$ cat src/rtl/threshold_shortest_queue_dispatcher_unit_defines.svh
// assertion macros shared by the dispatcher rtl
`ifndef THRESHOLD_SHORTEST_QUEUE_DISPATCHER_UNIT_DEFINES_SVH
`define THRESHOLD_SHORTEST_QUEUE_DISPATCHER_UNIT_DEFINES_SVH

// condition must never hold outside reset
`define THSQD_ASSERT_NEVER(lbl, cond, msg) \
    lbl: assert property (@(posedge aclk) disable iff (!aresetn) !(cond)) else $error(msg);

// antecedent in one cycle implies consequent in the next
`define THSQD_ASSERT_NEXT(lbl, ante, cons, msg) \
    lbl: assert property (@(posedge aclk) disable iff (!aresetn) (ante) |=> (cons)) else $error(msg);

`endif

$ cat src/rtl/thsqd_pkg.sv
`default_nettype none

package thsqd_pkg;

    // default sizing
    localparam int NUM_WORKERS_DEF = 8;
    localparam int QUEUE_DEPTH_DEF = 16;

    // fixed field widths
    localparam int THR_W    = 5;
    localparam int ACTIVE_W = 4;
    localparam int JOB_W    = 16;
    localparam int WSEL_W   = 3;
    localparam int STATUS_W = 2;
    localparam int PEND_W   = 5;
    localparam int CFG_IDX_W  = 1;
    localparam int CFG_DATA_W = 5;

    // register reset values
    localparam logic [THR_W-1:0]    THRESHOLD_RST = 5'd2;
    localparam logic [ACTIVE_W-1:0] ACTIVE_RST    = 4'd8;

    // register indexes
    localparam logic [CFG_IDX_W-1:0] REG_THRESHOLD = 1'b0;
    localparam logic [CFG_IDX_W-1:0] REG_ACTIVE    = 1'b1;

    // operation codes
    localparam logic OP_SUBMIT = 1'b0;
    localparam logic OP_TAKE   = 1'b1;

    // result status codes
    localparam logic [STATUS_W-1:0] ST_QUEUED = 2'd0;
    localparam logic [STATUS_W-1:0] ST_FULL   = 2'd1;
    localparam logic [STATUS_W-1:0] ST_TAKEN  = 2'd2;
    localparam logic [STATUS_W-1:0] ST_EMPTY  = 2'd3;

endpackage

`default_nettype wire

$ cat src/rtl/thsqd_ram.sv
`default_nettype none

module thsqd_ram #(
    parameter int WIDTH = thsqd_pkg::JOB_W,
    parameter int DEPTH = thsqd_pkg::NUM_WORKERS_DEF * thsqd_pkg::QUEUE_DEPTH_DEF,
    localparam int ADDR_W = (DEPTH > 1) ? $clog2(DEPTH) : 1
) (
    input  wire logic              clk,
    input  wire logic              we,
    input  wire logic [ADDR_W-1:0] waddr,
    input  wire logic [WIDTH-1:0]  wdata,
    input  wire logic              re,
    input  wire logic [ADDR_W-1:0] raddr,
    output logic      [WIDTH-1:0]  rdata
);

    logic [WIDTH-1:0] mem_reg [DEPTH];
    logic [WIDTH-1:0] rdata_reg;

    // single write port
    always_ff @(posedge clk) begin
        if (we) begin
            mem_reg[waddr] <= wdata;
        end
    end

    // registered read, held until the next read
    always_ff @(posedge clk) begin
        if (re) begin
            rdata_reg <= mem_reg[raddr];
        end
    end

    assign rdata = rdata_reg;

endmodule

`default_nettype wire

$ cat src/rtl/thsqd_pick.sv
`default_nettype none

module thsqd_pick #(
    parameter int NUM_WORKERS = thsqd_pkg::NUM_WORKERS_DEF,
    parameter int QUEUE_DEPTH = thsqd_pkg::QUEUE_DEPTH_DEF,
    localparam int WID_W = (NUM_WORKERS > 1) ? $clog2(NUM_WORKERS) : 1,
    localparam int CNT_W = $clog2(QUEUE_DEPTH + 1)
) (
    input  wire logic [CNT_W-1:0]                counts [NUM_WORKERS],
    input  wire logic [thsqd_pkg::THR_W-1:0]     threshold,
    input  wire logic [thsqd_pkg::ACTIVE_W-1:0]  active,
    output logic      [WID_W-1:0]                pick_idx
);

    localparam int CMP_W = (CNT_W > thsqd_pkg::THR_W) ? CNT_W : thsqd_pkg::THR_W;

    logic [NUM_WORKERS-1:0] act;
    logic [NUM_WORKERS-1:0] below;
    logic [NUM_WORKERS-1:0] first_below;
    logic [NUM_WORKERS-1:0] win;
    logic [WID_W-1:0]       below_idx;
    logic [WID_W-1:0]       min_idx;

    // active mask: worker 0 always, others below the active count
    always_comb begin
        for (int i = 0; i < NUM_WORKERS; i++) begin
            act[i]   = (i == 0) || (32'(active) > i);
            below[i] = act[i] && (CMP_W'(counts[i]) < CMP_W'(threshold));
        end
    end

    // the scan stops at the lowest active worker below threshold
    assign first_below = below & (~below + NUM_WORKERS'(1));

    // otherwise the shortest queue, lowest index on ties
    always_comb begin
        for (int i = 0; i < NUM_WORKERS; i++) begin
            win[i] = act[i];
            for (int j = 0; j < NUM_WORKERS; j++) begin
                if (act[j] && (j < i)) begin
                    win[i] = win[i] && (counts[i] < counts[j]);
                end else if (act[j] && (j > i)) begin
                    win[i] = win[i] && (counts[i] <= counts[j]);
                end
            end
        end
    end

    // one-hot to index
    always_comb begin
        below_idx = '0;
        min_idx   = '0;
        for (int i = 0; i < NUM_WORKERS; i++) begin
            if (first_below[i]) begin
                below_idx = below_idx | WID_W'(i);
            end
            if (win[i]) begin
                min_idx = min_idx | WID_W'(i);
            end
        end
    end

    assign pick_idx = (|below) ? below_idx : min_idx;

endmodule

`default_nettype wire

$ cat src/rtl/threshold_shortest_queue_dispatcher_unit.sv
// Threshold shortest-queue dispatcher.
// Input channel s_*: one beat is a submit (s_op 0, job in s_task_id) or a
// take (s_op 1, worker in s_worker_sel). Every input beat gives exactly one
// result beat on m_*, in order: worker, job, status and the worker's new count.
// Configuration channel cfg_*: index 0 writes the threshold, index 1 the
// number of active workers; cfg_ready is always high. Write only when idle.
// A submit result is in the output register the cycle after acceptance;
// a take that finds a job first passes through the registered read of
// the job memory and then into the output register.
// Throughput: one submit per cycle while the receiver takes each result;
// a take that finds a job holds s_ready low until its read is done. A new
// beat is accepted in the same cycle as the previous result is taken.
// Worker choice comes from per-worker counts held in flops, compared
// combinationally.
// Reset clears all counts and pointers and loads threshold 2 and 8 active
// workers; the job memory is not cleared and needs no clearing pass.
// When the receiver stalls, the result is held in the output register and
// s_ready drops until it is taken.
`default_nettype none

`include "threshold_shortest_queue_dispatcher_unit_defines.svh"

module threshold_shortest_queue_dispatcher_unit #(
    parameter int NUM_WORKERS = thsqd_pkg::NUM_WORKERS_DEF,
    parameter int QUEUE_DEPTH = thsqd_pkg::QUEUE_DEPTH_DEF
) (
    input  wire logic                                aclk,
    input  wire logic                                aresetn,
    // configuration
    input  wire logic                                cfg_valid,
    output logic                                     cfg_ready,
    input  wire logic [thsqd_pkg::CFG_IDX_W-1:0]     cfg_index,
    input  wire logic [thsqd_pkg::CFG_DATA_W-1:0]    cfg_data,
    // input items
    input  wire logic                                s_valid,
    output logic                                     s_ready,
    input  wire logic                                s_op,
    input  wire logic [thsqd_pkg::JOB_W-1:0]         s_task_id,
    input  wire logic [thsqd_pkg::WSEL_W-1:0]        s_worker_sel,
    // results
    output logic                                     m_valid,
    input  wire logic                                m_ready,
    output logic      [thsqd_pkg::WSEL_W-1:0]        m_worker_index,
    output logic      [thsqd_pkg::JOB_W-1:0]         m_job_id,
    output logic      [thsqd_pkg::STATUS_W-1:0]      m_status,
    output logic      [thsqd_pkg::PEND_W-1:0]        m_pending_after
);

    localparam int WID_W   = (NUM_WORKERS > 1) ? $clog2(NUM_WORKERS) : 1;
    localparam int PTR_W   = $clog2(QUEUE_DEPTH);
    localparam int CNT_W   = $clog2(QUEUE_DEPTH + 1);
    localparam int DEPTH_ALL = NUM_WORKERS * QUEUE_DEPTH;
    localparam int ADDR_W  = (DEPTH_ALL > 1) ? $clog2(DEPTH_ALL) : 1;

    // configuration registers
    logic [thsqd_pkg::THR_W-1:0]    thr_reg;
    logic [thsqd_pkg::ACTIVE_W-1:0] active_reg;

    // per-worker queue state
    logic [CNT_W-1:0] cnt_reg  [NUM_WORKERS];
    logic [CNT_W-1:0] cnt_next [NUM_WORKERS];
    logic [PTR_W-1:0] head_reg  [NUM_WORKERS];
    logic [PTR_W-1:0] head_next [NUM_WORKERS];
    logic [PTR_W-1:0] tail_reg  [NUM_WORKERS];
    logic [PTR_W-1:0] tail_next [NUM_WORKERS];

    // output stage
    logic                               m_valid_reg;
    logic                               rd_pend_reg;
    logic [thsqd_pkg::WSEL_W-1:0]       m_worker_index_reg;
    logic [thsqd_pkg::JOB_W-1:0]        m_job_id_reg;
    logic [thsqd_pkg::STATUS_W-1:0]     m_status_reg;
    logic [thsqd_pkg::PEND_W-1:0]       m_pending_after_reg;

    logic              in_fire;
    logic              is_take;
    logic [WID_W-1:0]  pick_w;
    logic [WID_W-1:0]  sel_idx;
    logic              sel_ok;
    logic [CNT_W-1:0]  sub_cnt;
    logic [CNT_W-1:0]  sub_cnt_inc;
    logic              sub_full;
    logic [CNT_W-1:0]  tk_cnt;
    logic [CNT_W-1:0]  tk_cnt_dec;
    logic              tk_empty;
    logic              ram_we;
    logic              ram_re;
    logic [ADDR_W-1:0] ram_waddr;
    logic [ADDR_W-1:0] ram_raddr;
    logic [thsqd_pkg::JOB_W-1:0] ram_rdata;

    function automatic logic [PTR_W-1:0] ptr_adv(input logic [PTR_W-1:0] p);
        ptr_adv = (p == PTR_W'(QUEUE_DEPTH - 1)) ? '0 : p + PTR_W'(1);
    endfunction

    // configuration writes
    assign cfg_ready = 1'b1;

    always_ff @(posedge aclk) begin
        if (!aresetn) begin
            thr_reg    <= thsqd_pkg::THRESHOLD_RST;
            active_reg <= thsqd_pkg::ACTIVE_RST;
        end else if (cfg_valid) begin
            case (cfg_index)
                thsqd_pkg::REG_THRESHOLD: thr_reg    <= cfg_data;
                thsqd_pkg::REG_ACTIVE:    active_reg <= cfg_data[thsqd_pkg::ACTIVE_W-1:0];
                default: ;
            endcase
        end
    end

    // worker choice for a submit
    thsqd_pick #(
        .NUM_WORKERS (NUM_WORKERS),
        .QUEUE_DEPTH (QUEUE_DEPTH)
    ) u_pick (
        .counts    (cnt_reg),
        .threshold (thr_reg),
        .active    (active_reg),
        .pick_idx  (pick_w)
    );

    // handshake
    assign s_ready = !rd_pend_reg && (!m_valid_reg || m_ready);
    assign in_fire = s_valid && s_ready;
    assign is_take = (s_op == thsqd_pkg::OP_TAKE);

    // queue lookups
    assign sel_ok      = 32'(s_worker_sel) < NUM_WORKERS;
    assign sel_idx     = WID_W'(s_worker_sel);
    assign sub_cnt     = cnt_reg[pick_w];
    assign sub_cnt_inc = sub_cnt + CNT_W'(1);
    assign sub_full    = (sub_cnt == CNT_W'(QUEUE_DEPTH));
    assign tk_cnt      = cnt_reg[sel_idx];
    assign tk_cnt_dec  = tk_cnt - CNT_W'(1);
    assign tk_empty    = !sel_ok || (tk_cnt == '0);

    assign ram_waddr = ADDR_W'(pick_w) * ADDR_W'(QUEUE_DEPTH) + ADDR_W'(tail_reg[pick_w]);
    assign ram_raddr = ADDR_W'(sel_idx) * ADDR_W'(QUEUE_DEPTH) + ADDR_W'(head_reg[sel_idx]);

    // pointer and count update, memory access
    always_comb begin
        cnt_next  = cnt_reg;
        head_next = head_reg;
        tail_next = tail_reg;
        ram_we    = 1'b0;
        ram_re    = 1'b0;
        if (in_fire) begin
            if (!is_take) begin
                if (!sub_full) begin
                    ram_we            = 1'b1;
                    tail_next[pick_w] = ptr_adv(tail_reg[pick_w]);
                    cnt_next[pick_w]  = sub_cnt_inc;
                end
            end else if (!tk_empty) begin
                ram_re             = 1'b1;
                head_next[sel_idx] = ptr_adv(head_reg[sel_idx]);
                cnt_next[sel_idx]  = tk_cnt_dec;
            end
        end
    end

    always_ff @(posedge aclk) begin
        if (!aresetn) begin
            for (int i = 0; i < NUM_WORKERS; i++) begin
                cnt_reg[i]  <= '0;
                head_reg[i] <= '0;
                tail_reg[i] <= '0;
            end
        end else begin
            cnt_reg  <= cnt_next;
            head_reg <= head_next;
            tail_reg <= tail_next;
        end
    end

    // job memory
    thsqd_ram #(
        .WIDTH (thsqd_pkg::JOB_W),
        .DEPTH (DEPTH_ALL)
    ) u_job_ram (
        .clk   (aclk),
        .we    (ram_we),
        .waddr (ram_waddr),
        .wdata (s_task_id),
        .re    (ram_re),
        .raddr (ram_raddr),
        .rdata (ram_rdata)
    );

    // result valid and pending read
    always_ff @(posedge aclk) begin
        if (!aresetn) begin
            m_valid_reg <= 1'b0;
            rd_pend_reg <= 1'b0;
        end else if (rd_pend_reg) begin
            m_valid_reg <= 1'b1;
            rd_pend_reg <= 1'b0;
        end else if (in_fire) begin
            m_valid_reg <= !(is_take && !tk_empty);
            rd_pend_reg <= is_take && !tk_empty;
        end else if (m_ready) begin
            m_valid_reg <= 1'b0;
        end
    end

    // result payload
    always_ff @(posedge aclk) begin
        if (rd_pend_reg) begin
            m_job_id_reg <= ram_rdata;
        end else if (in_fire) begin
            if (!is_take) begin
                m_worker_index_reg  <= thsqd_pkg::WSEL_W'(pick_w);
                m_job_id_reg        <= s_task_id;
                m_status_reg        <= sub_full ? thsqd_pkg::ST_FULL : thsqd_pkg::ST_QUEUED;
                m_pending_after_reg <= sub_full ? thsqd_pkg::PEND_W'(sub_cnt)
                                                : thsqd_pkg::PEND_W'(sub_cnt_inc);
            end else begin
                m_worker_index_reg  <= s_worker_sel;
                m_job_id_reg        <= '0;
                m_status_reg        <= tk_empty ? thsqd_pkg::ST_EMPTY : thsqd_pkg::ST_TAKEN;
                m_pending_after_reg <= tk_empty ? '0 : thsqd_pkg::PEND_W'(tk_cnt_dec);
            end
        end
    end

    assign m_valid         = m_valid_reg;
    assign m_worker_index  = m_worker_index_reg;
    assign m_job_id        = m_job_id_reg;
    assign m_status        = m_status_reg;
    assign m_pending_after = m_pending_after_reg;

    // checks
    `THSQD_ASSERT_NEXT(a_read_done, rd_pend_reg, m_valid_reg && !rd_pend_reg, "take read not delivered")
    `THSQD_ASSERT_NEVER(a_slot_free, rd_pend_reg && m_valid_reg, "output busy during take read")
    `THSQD_ASSERT_NEXT(a_submit_res, in_fire && !is_take && !sub_full, m_valid_reg && (m_status_reg == thsqd_pkg::ST_QUEUED), "submit not queued")
    `THSQD_ASSERT_NEXT(a_empty_res, in_fire && is_take && tk_empty, m_valid_reg && (m_job_id_reg == '0) && (m_pending_after_reg == '0), "empty take result wrong")

endmodule

`default_nettype wire
$ cat config.mk
export PLATFORM = sky130hd
export DESIGN_NAME = threshold_shortest_queue_dispatcher_unit
export DESIGN_NICKNAME = d
export VERILOG_FILES = /design/src/rtl/thsqd_pkg.sv /design/src/rtl/thsqd_ram.sv /design/src/rtl/thsqd_pick.sv /design/src/rtl/threshold_shortest_queue_dispatcher_unit.sv
export VERILOG_INCLUDE_DIRS = /design/src /design/src/rtl
export SDC_FILE = /design/constraint.sdc
export NUM_CORES = 2
export LEC_CHECK = 0
export BUFFER_PORTS_ARGS = -buffer_cell sky130_fd_sc_hd__buf_2
export CORE_ASPECT_RATIO = 2
export CORE_MARGIN = 2
export CORE_UTILIZATION = 40
export CTS_CLUSTER_DIAMETER = 100
export DETAILED_ROUTE_END_ITERATION = 8
export GPL_TIMING_DRIVEN = 0
export HOLD_SLACK_MARGIN = 0.05
export PLACE_DENSITY = 0.57
export SYNTH_ARGS = -nofsm -noshare
export SYNTH_HDL_FRONTEND = slang
export SYNTH_HIERARCHICAL = 1
export SYNTH_SLANG_ARGS = --single-unit
$ cat constraint.sdc
create_clock -name aclk -period 11.5 [get_ports aclk]
set_clock_uncertainty 0.1 [all_clocks]
set_input_delay 0.575 -clock aclk [delete_from_list [all_inputs] [get_ports aclk]]
set_output_delay 0.575 -clock aclk [all_outputs]
set_load 0.02 [all_outputs]
* Yosys cells after proc, flatten, opt, wreduce, memory -nomap -nowiden
Memories as Yosys holds them, arrays and structs flattened. A register that Yosys moved wholly into a read port is not among the register bits.
Index checks and enable logic that the tools add are counted.
** Storage, ports and cells
- Flip-flop bits (word level) :: 141
- Latch bits :: 0
- Memory bits (writable) :: 2048
- Bits in read-only memories :: 0
- Output and inout bits :: 29
- Word-level logic and storage cells :: 308
- Memories kept :: 1
** Memory list
- u_job_ram.mem_reg :: words 128, width 16, read ports 1, clocked after memory_dff 1, wr ports 1, RTL line thsqd_ram.sv:17 : logic [WIDTH-1:0] mem_reg [DEPTH];
** Cells by class
- Add/sub/neg operators :: 7
- Multiply operators :: 0
- Div/mod/pow operators :: 0
- $lt $le $gt $ge :: 68
- Equal/unequal tests :: 5
- Shifts and indexed selects :: 0
- Mux-type cells :: 107
- Bitwise logic cells :: 11
- Reduce and logical (&&, ||, !) cells :: 77
** Operators with widths (count)
- 5-bit < comparator :: 36
- 40-bit 2-to-1 mux :: 3
- 5-bit less-or-equal comparator :: 21
- 40-bit bitwise mux :: 2
- 32-bit bitwise mux :: 2
- 1-bit logical AND :: 61
- 1-bit 2-to-1 mux :: 57
- 16-bit 2-to-1 mux :: 3
- 5-bit 2-to-1 mux :: 9
- 4-bit 2-to-1 mux :: 8
- 5-bit binary-select mux with 3-bit select :: 2
- 5-bit demux with 3-bit select :: 2
- 3-bit 2-to-1 mux :: 10
- 4-bit binary-select mux with 3-bit select :: 2
- 4-bit demux with 3-bit select :: 2
- 4-bit by 3-bit > comparator with 1-bit output (second input constant) :: 4
- 7-bit by 4-bit adder with 7-bit output :: 2
- 2-bit 2-to-1 mux :: 5
- 3-bit AND reduction :: 3
- 4-bit by 1-bit adder with 4-bit output (second input constant) :: 2
- 8-bit by 1-bit adder with 8-bit output (second input constant) :: 1
- 8-bit bitwise AND :: 1
- 4-bit equality test (second input constant) :: 2
- 4-bit greater-or-equal comparator (second input constant) :: 2
- 18 further kinds :: 33

* Depth between registers and ports, before layout
- Depth after elaboration :: 32
- Depth in mapped cells :: 28

* Hierarchy
Netlist, hierarchy kept.
** By module, submodules not included
- thsqd_ram :: instances 1, cells an instance 3086, area an instance 78683.0 um^2
- threshold_shortest_queue_dispatcher_unit :: instances 1, cells an instance 786, area an instance 7319.5 um^2
- thsqd_pick :: instances 1, cells an instance 525, area an instance 4096.4 um^2

* Least setup slack after synthesis
No wires, ideal clock.
- Path kind :: reg-to-reg
- Start :: reg cnt_reg[4] (netlist bit)
- End :: mem u_job_ram/mem_reg[98][0] (netlist bit) (enable)
- Setup time :: 409 ps
- Data arrival time :: 6160 ps
- Required time :: 10991 ps
- Path slack :: 4831 ps
- Stages on the path, launching flop included :: 25
- Buffers on the path :: 5
- Cell sequence :: dfxtp_1 -> inv_1 -> ha_1 -> and3_4 -> a211oi_2 -> a32oi_1 -> a211oi_2 -> nor2_1 -> or3_2 -> a31oi_1 -> buf_2 -> nor2b_1 -> a22oi_1 -> o2bb2a_1 -> buf_2 -> ha_1 -> inv_1 -> a221oi_4 -> or2_1 -> buf_6 -> buf_6 -> nor2_1 -> clkbuf_1 -> nand4_1 -> nor3_1
** Between the ends
- Cells in the longest elaborated chain, start to end :: 26
- Elaborated cells on any way between the ends :: 67
- Classes of those cells :: add/sub: 2; order compare: 14; eq/ne: 1; mux: 32; bitwise: 3; reduce/logical: 15
** RTL lines
- start, declared :: RTL line threshold_shortest_queue_dispatcher_unit.sv:60 : logic [CNT_W-1:0] cnt_reg [NUM_WORKERS];
- start signal, assigned :: RTL line threshold_shortest_queue_dispatcher_unit.sv:171 : cnt_reg <= cnt_next;
- 5-bit < comparator :: RTL line thsqd_pick.sv:41 : win[i] = win[i] && (counts[i] < counts[j]);
- 1-bit logical AND (2 in a row) :: RTL line thsqd_pick.sv:41
- 1-bit 2-to-1 mux :: RTL line thsqd_pick.sv:40 : if (act[j] && (j < i)) begin
- 1-bit logical AND :: RTL line thsqd_pick.sv:41
- 1-bit 2-to-1 mux :: RTL line thsqd_pick.sv:40
- 1-bit logical AND :: RTL line thsqd_pick.sv:41
- 1-bit 2-to-1 mux :: RTL line thsqd_pick.sv:40
- 1-bit logical AND :: RTL line thsqd_pick.sv:41
- (+7 left out)
- named net pick_w[2] :: RTL line threshold_shortest_queue_dispatcher_unit.sv:77 : logic [WID_W-1:0] pick_w;
- (+2 left out)
- 5-bit 2-to-1 mux (not written as such) (*) (2 in a row) :: RTL line threshold_shortest_queue_dispatcher_unit.sv:131 : assign sub_cnt = cnt_reg[pick_w];
- 5-bit equality test (*) :: RTL line threshold_shortest_queue_dispatcher_unit.sv:133 : assign sub_full = (sub_cnt == CNT_W'(QUEUE_DEPTH));
- 1-bit 2-to-1 mux (*) :: RTL line threshold_shortest_queue_dispatcher_unit.sv:150 : if (!sub_full) begin
- 1-bit 2-to-1 mux (*) :: RTL line threshold_shortest_queue_dispatcher_unit.sv:149 : if (!is_take) begin
- 1-bit 2-to-1 mux (*) :: RTL line threshold_shortest_queue_dispatcher_unit.sv:148 : if (in_fire) begin
- named net ram_we :: RTL line threshold_shortest_queue_dispatcher_unit.sv:86 : logic ram_we;
- 1-bit 2-to-1 mux (*) :: RTL line thsqd_ram.sv:22 : if (we) begin
- 1-bit 2-to-1 mux (not written as such) (*) :: RTL line thsqd_ram.sv:23 : mem_reg[waddr] <= wdata;
- end, declared :: RTL line thsqd_ram.sv:17
Mark *: on every way through the listed nets, which the timed path passes. The rest lies on a longest branch. The select of a mux whose other input is x is not followed.

* Worst setup path after layout
- Start :: reg cnt_reg[33] (netlist bit)
- End :: mem u_job_ram/mem_reg[62][2] (netlist bit) (enable)
** Between the ends
- Cells in the longest elaborated chain, start to end :: 32
- Elaborated cells on any way between the ends :: 133
- Classes of those cells :: add/sub: 2; order compare: 14; eq/ne: 1; mux: 68; bitwise: 3; reduce/logical: 45
** RTL lines
- 5-bit < comparator :: RTL line thsqd_pick.sv:41
- 1-bit logical AND :: RTL line thsqd_pick.sv:41
- 1-bit logical AND :: RTL line thsqd_pick.sv:43 : win[i] = win[i] && (counts[i] <= counts[j]);
- 1-bit 2-to-1 mux :: RTL line thsqd_pick.sv:42 : end else if (act[j] && (j > i)) begin
- 1-bit logical AND :: RTL line thsqd_pick.sv:43
- 1-bit 2-to-1 mux :: RTL line thsqd_pick.sv:42
- 1-bit logical AND :: RTL line thsqd_pick.sv:43
- 1-bit 2-to-1 mux :: RTL line thsqd_pick.sv:42
- (+14 left out)
- named net pick_w[0] :: RTL line threshold_shortest_queue_dispatcher_unit.sv:77
- (+2 left out)
- 5-bit 2-to-1 mux (not written as such) (*) (2 in a row) :: RTL line threshold_shortest_queue_dispatcher_unit.sv:131
- 5-bit equality test (*) :: RTL line threshold_shortest_queue_dispatcher_unit.sv:133
- 1-bit 2-to-1 mux (*) :: RTL line threshold_shortest_queue_dispatcher_unit.sv:150
- 1-bit 2-to-1 mux (*) :: RTL line threshold_shortest_queue_dispatcher_unit.sv:149
- 1-bit 2-to-1 mux (*) :: RTL line threshold_shortest_queue_dispatcher_unit.sv:148
- named net ram_we :: RTL line threshold_shortest_queue_dispatcher_unit.sv:86
- 1-bit 2-to-1 mux (*) :: RTL line thsqd_ram.sv:22
- 1-bit 2-to-1 mux (not written as such) (*) :: RTL line thsqd_ram.sv:23
Marks and branches as above.

==> impl_metrics.ini <==
[timing]
max_slew_margin_pct = -1.92
min_period_ps = 10450
rsz0062_at_grt = no
setup_viol = 0
hold_viol_final = 0
worst_slew_pin_slew_ps = 1530
fmax_mhz = 95.7
maxSlewViolCount = 11
fin_setup_tns_ps = 0
finalCritPeriodShare_pct = 90.9

[global_routing]
antenna_found_initial = 15
globalRouteTotalUtil_pct = 23.8
grt_max_degree = 94
grt_pass1_wl_um = 379000
grt_pass1_vias = 48500
grt_overflow_total = 0

[clocking]
postCtsResizedCells = 0
cts_buffers = 191
htreeDepth = 4
cts_buffer_depth = 4
clkSinkCount = 2205
cts_root_buf = clkbuf_16
cts_tree = built
clock_latency_ps = 870
clkSlewWorstSetupHoldPaths_ps = 70

[floorplanning]
die_w_um = 340
coreArea_um2 = 224000
rows = 246
start_util_pct = 40.2
dieArea_um2 = 229000
die_y_um = 675
boundaryPins = 60

[logic_synthesis]
ys_seq_elements = 2205
synth_edf_count = 2090
dominantRegCellSynth = edfxtp_1
syn_nets = 4598
synthArstFlopShare_pct = 0
synth_cell_types = 89
syn_avg_cell_area_um2 = 20.5
synth_cells = 4397
synth_warnings = 6
ys_seq_area_share_pct = 72.2
syn-cell-area_um2 = 90100

[worst_setup_path]
cp-start-kind = register
reg2regPathDepth = 27
crit_required_ps = 11860
r2r_start = cnt_reg[33]$_SDFFE_PN0P_
critPathKind = reg2reg
crit_family = simple AND/OR/NAND/NOR gates
max_stage_delay_ps = 1130
crit_slowest_cell = a2111oi_0
critPathMaxFanout = 16
critical_path_arrival_ps = 10810
crit_top_cell = buf_6
r2r_slack_ps = 1050
cp-end-kind = register
r2r-end = u_job_ram/mem_reg[62][2]$_DFFE_PP_
cp_num_buf_inv = 10

[placement]
place_hpwl_um = 198000
numPortBuffers = 55
globalplace.congestion = 0.958

[routing]
dr.pass1.iters = 6
drc_errors = 0
route.detailed.wl_per_inst_um = 34.4
ant_nets = 0
routed_wl_um = 273000
num_vias = 46300
via_per_inst = 5.82
drtIter0Drc = 3888

[pwr]
power.leakage_nw = 32.1
ir_drop_v = 0.000108
p_per_area_nw_per_um2 = 161

[min_path]
hold_end = u_job_ram/mem_reg[5][3]$_DFFE_PP_
min_path_cells = 1
hold_start = s_task_id[3]
hold_path.class = in2reg

[final_layout]
area_delta_synth_final_pct = 14.8
multiInputGateArea_um2 = 24200
area.sequential_um2 = 65100
largest_register_ffs = 2048
fin_util_pct = 46.1
fillCellCount = 19000
drive_gt1_share_pct = 29.4
final_nets = 5015

[job]
maxCapViolCount = 2

[status]
violations = max-capacitance violations, max-slew violations
status = finished, violations left
[routing by layer]
| metal | vias to the layer above | part of all wire, % | track usage [%] |
|---|---|---|---|
| met2 | 1583 | 57 | 46.5 |
| met5 | - | 0.017 | 0 |
| met3 | 650 | 4.0 | 2.69 |
| met1 | 24800 | 31 | 23.3 |
| li1 | 19200 | - | - |
| met4 | 6 | 7.8 | 15.9 |
[layout make-up]
type	instances	area share [%]
plain buffers	223	0.983
clock buffers	227	4.80
diodes	22	0.0532
well taps	2976	3.60
multi-input cells	1902	23.4
inverters	67	0.243
clock inverters	107	1.20
repair buffers	224	2.84
flip-flops and latches	2205	62.9
[synthesized netlist by cell type, drive strengths merged (3+ instances only)]
library cell  instances  area, um^2
nand2               120         450
a221o                 7        70.1
nand2b               19         119
or2                   5        31.3
edfxtp             2090       62800
a31oi                24         156
inv                  64         240
o21ai               102         518
and2                  6        37.5
xnor2                 4        50.1
nor2                227         862
mux2                 32         360
o21bai                5        37.5
a2111oi               3        38.8
o32ai                 5        43.8
mux4                685       15400
nor2b                34         213
a22oi                31         238
a221oi               11         120
a21o                  9        67.6
nand3b                5        37.5
a211o                 9        78.8
ha                  170        2130
clkbuf              104         392
buf                 119         602
dfxtp               115        2300
and3                 19         125
xor2                  5        43.8
clkinv                3        11.3
nand3                54         270
a311oi                4        35.0
nand4                 8        50.1
o22ai                30         188
a211oi               14         120
and4b                 3        30.0
o211a                 4        40.0
mux2i                48         480
o211ai                5        37.5
a22o                 20         175
nor3                 28         150
a21oi                99         503
nor4                 11         144
[cell families (layout without fill, tap and decap cells)]
kind of cell               Yosys count  count (layout)  share of synthesized area (%)
muxes                              765             765                           18.1
DFF                               2205            2205                           72.2
and+or+nand+nor                    553             553                           2.92
AOI/OAI and AO/OA                  404             404                           2.96
buffers and inverters              290             848                           1.38
other                                1              23                        0.00416
xor gates and xnor gates             9               9                          0.104
adders and majority gates          170             170                           2.36
[worst max-delay path by stage]
| stage | start | endpoint | cells past startpoint |
|---|---|---|---|
| 4_1_cts | cnt_reg[33]$_SDFFE_PN0P_ | u_job_ram/mem_reg[62][2]$_DFFE_PP_ | 27 |
| 3_3_place_gp | cnt_reg[33]$_SDFFE_PN0P_ | u_job_ram/mem_reg[54][9]$_DFFE_PP_ | 25 |
| 5_1_grt | cnt_reg[33]$_SDFFE_PN0P_ | u_job_ram/mem_reg[62][3]$_DFFE_PP_ | 27 |
| 6_report | cnt_reg[33]$_SDFFE_PN0P_ | u_job_ram/mem_reg[62][2]$_DFFE_PP_ | 27 |
| 2_1_floorplan | cnt_reg[4]$_SDFFE_PN0P_ | u_job_ram/mem_reg[98][0]$_DFFE_PP_ | 24 |
| 3_5_place_dp | cnt_reg[33]$_SDFFE_PN0P_ | u_job_ram/mem_reg[62][13]$_DFFE_PP_ | 27 |
[stage by stage]
stage	std cells	area (um^2)	setup WS, ps	total power [mW]	hold slack [ps]
finish	7953	103000	1050	16.6	126
CTS	7931	103000	1330	16.7	88.2
floorplan	4397	90100	4830	9.60	332
global route	7945	103000	1060	17.0	130
global placement	7428	94100	-249	10.1	342
detailed placement	7580	97000	1410	10.2	352
[power breakdown]
group | total [mW] | switching (mW) | internal (mW)
registers | 8.86 | 0.0401 | 8.82
clock network | 6.60 | 2.90 | 3.71
logic | 1.15 | 0.767 | 0.385
[worst register-to-register path, delay by kind of cell (launching register included)]
family,cells,cell delay (ps)
fa+ha+maj,2,640
buf+inv,10,2620
flops,1,760
simple gates,7,2990
mux,1,110
compound gates,7,2810
[placed cells by master (no fill, tap or decap), drive strengths merged, types with 67 or more instances in the layout]
| master | synthesis | layout |
|---|---|---|
| a21oi | 99 | 99 |
| buf | 119 | 326 |
| clkbuf | 104 | 331 |
| clkinv | 3 | 69 |
| dfxtp | 115 | 115 |
| edfxtp | 2090 | 2090 |
| ha | 170 | 170 |
| inv | 64 | 67 |
| mux4 | 685 | 685 |
| nand2 | 120 | 120 |
| nor2 | 227 | 227 |
| o21ai | 102 | 102 |
[repair_timing]
item,CTS,global route
hold endpoints to repair,174,0
hold buffers,17,0
buffers inserted,0,0
No activity file was read; power rests on OpenSTA's default activity.
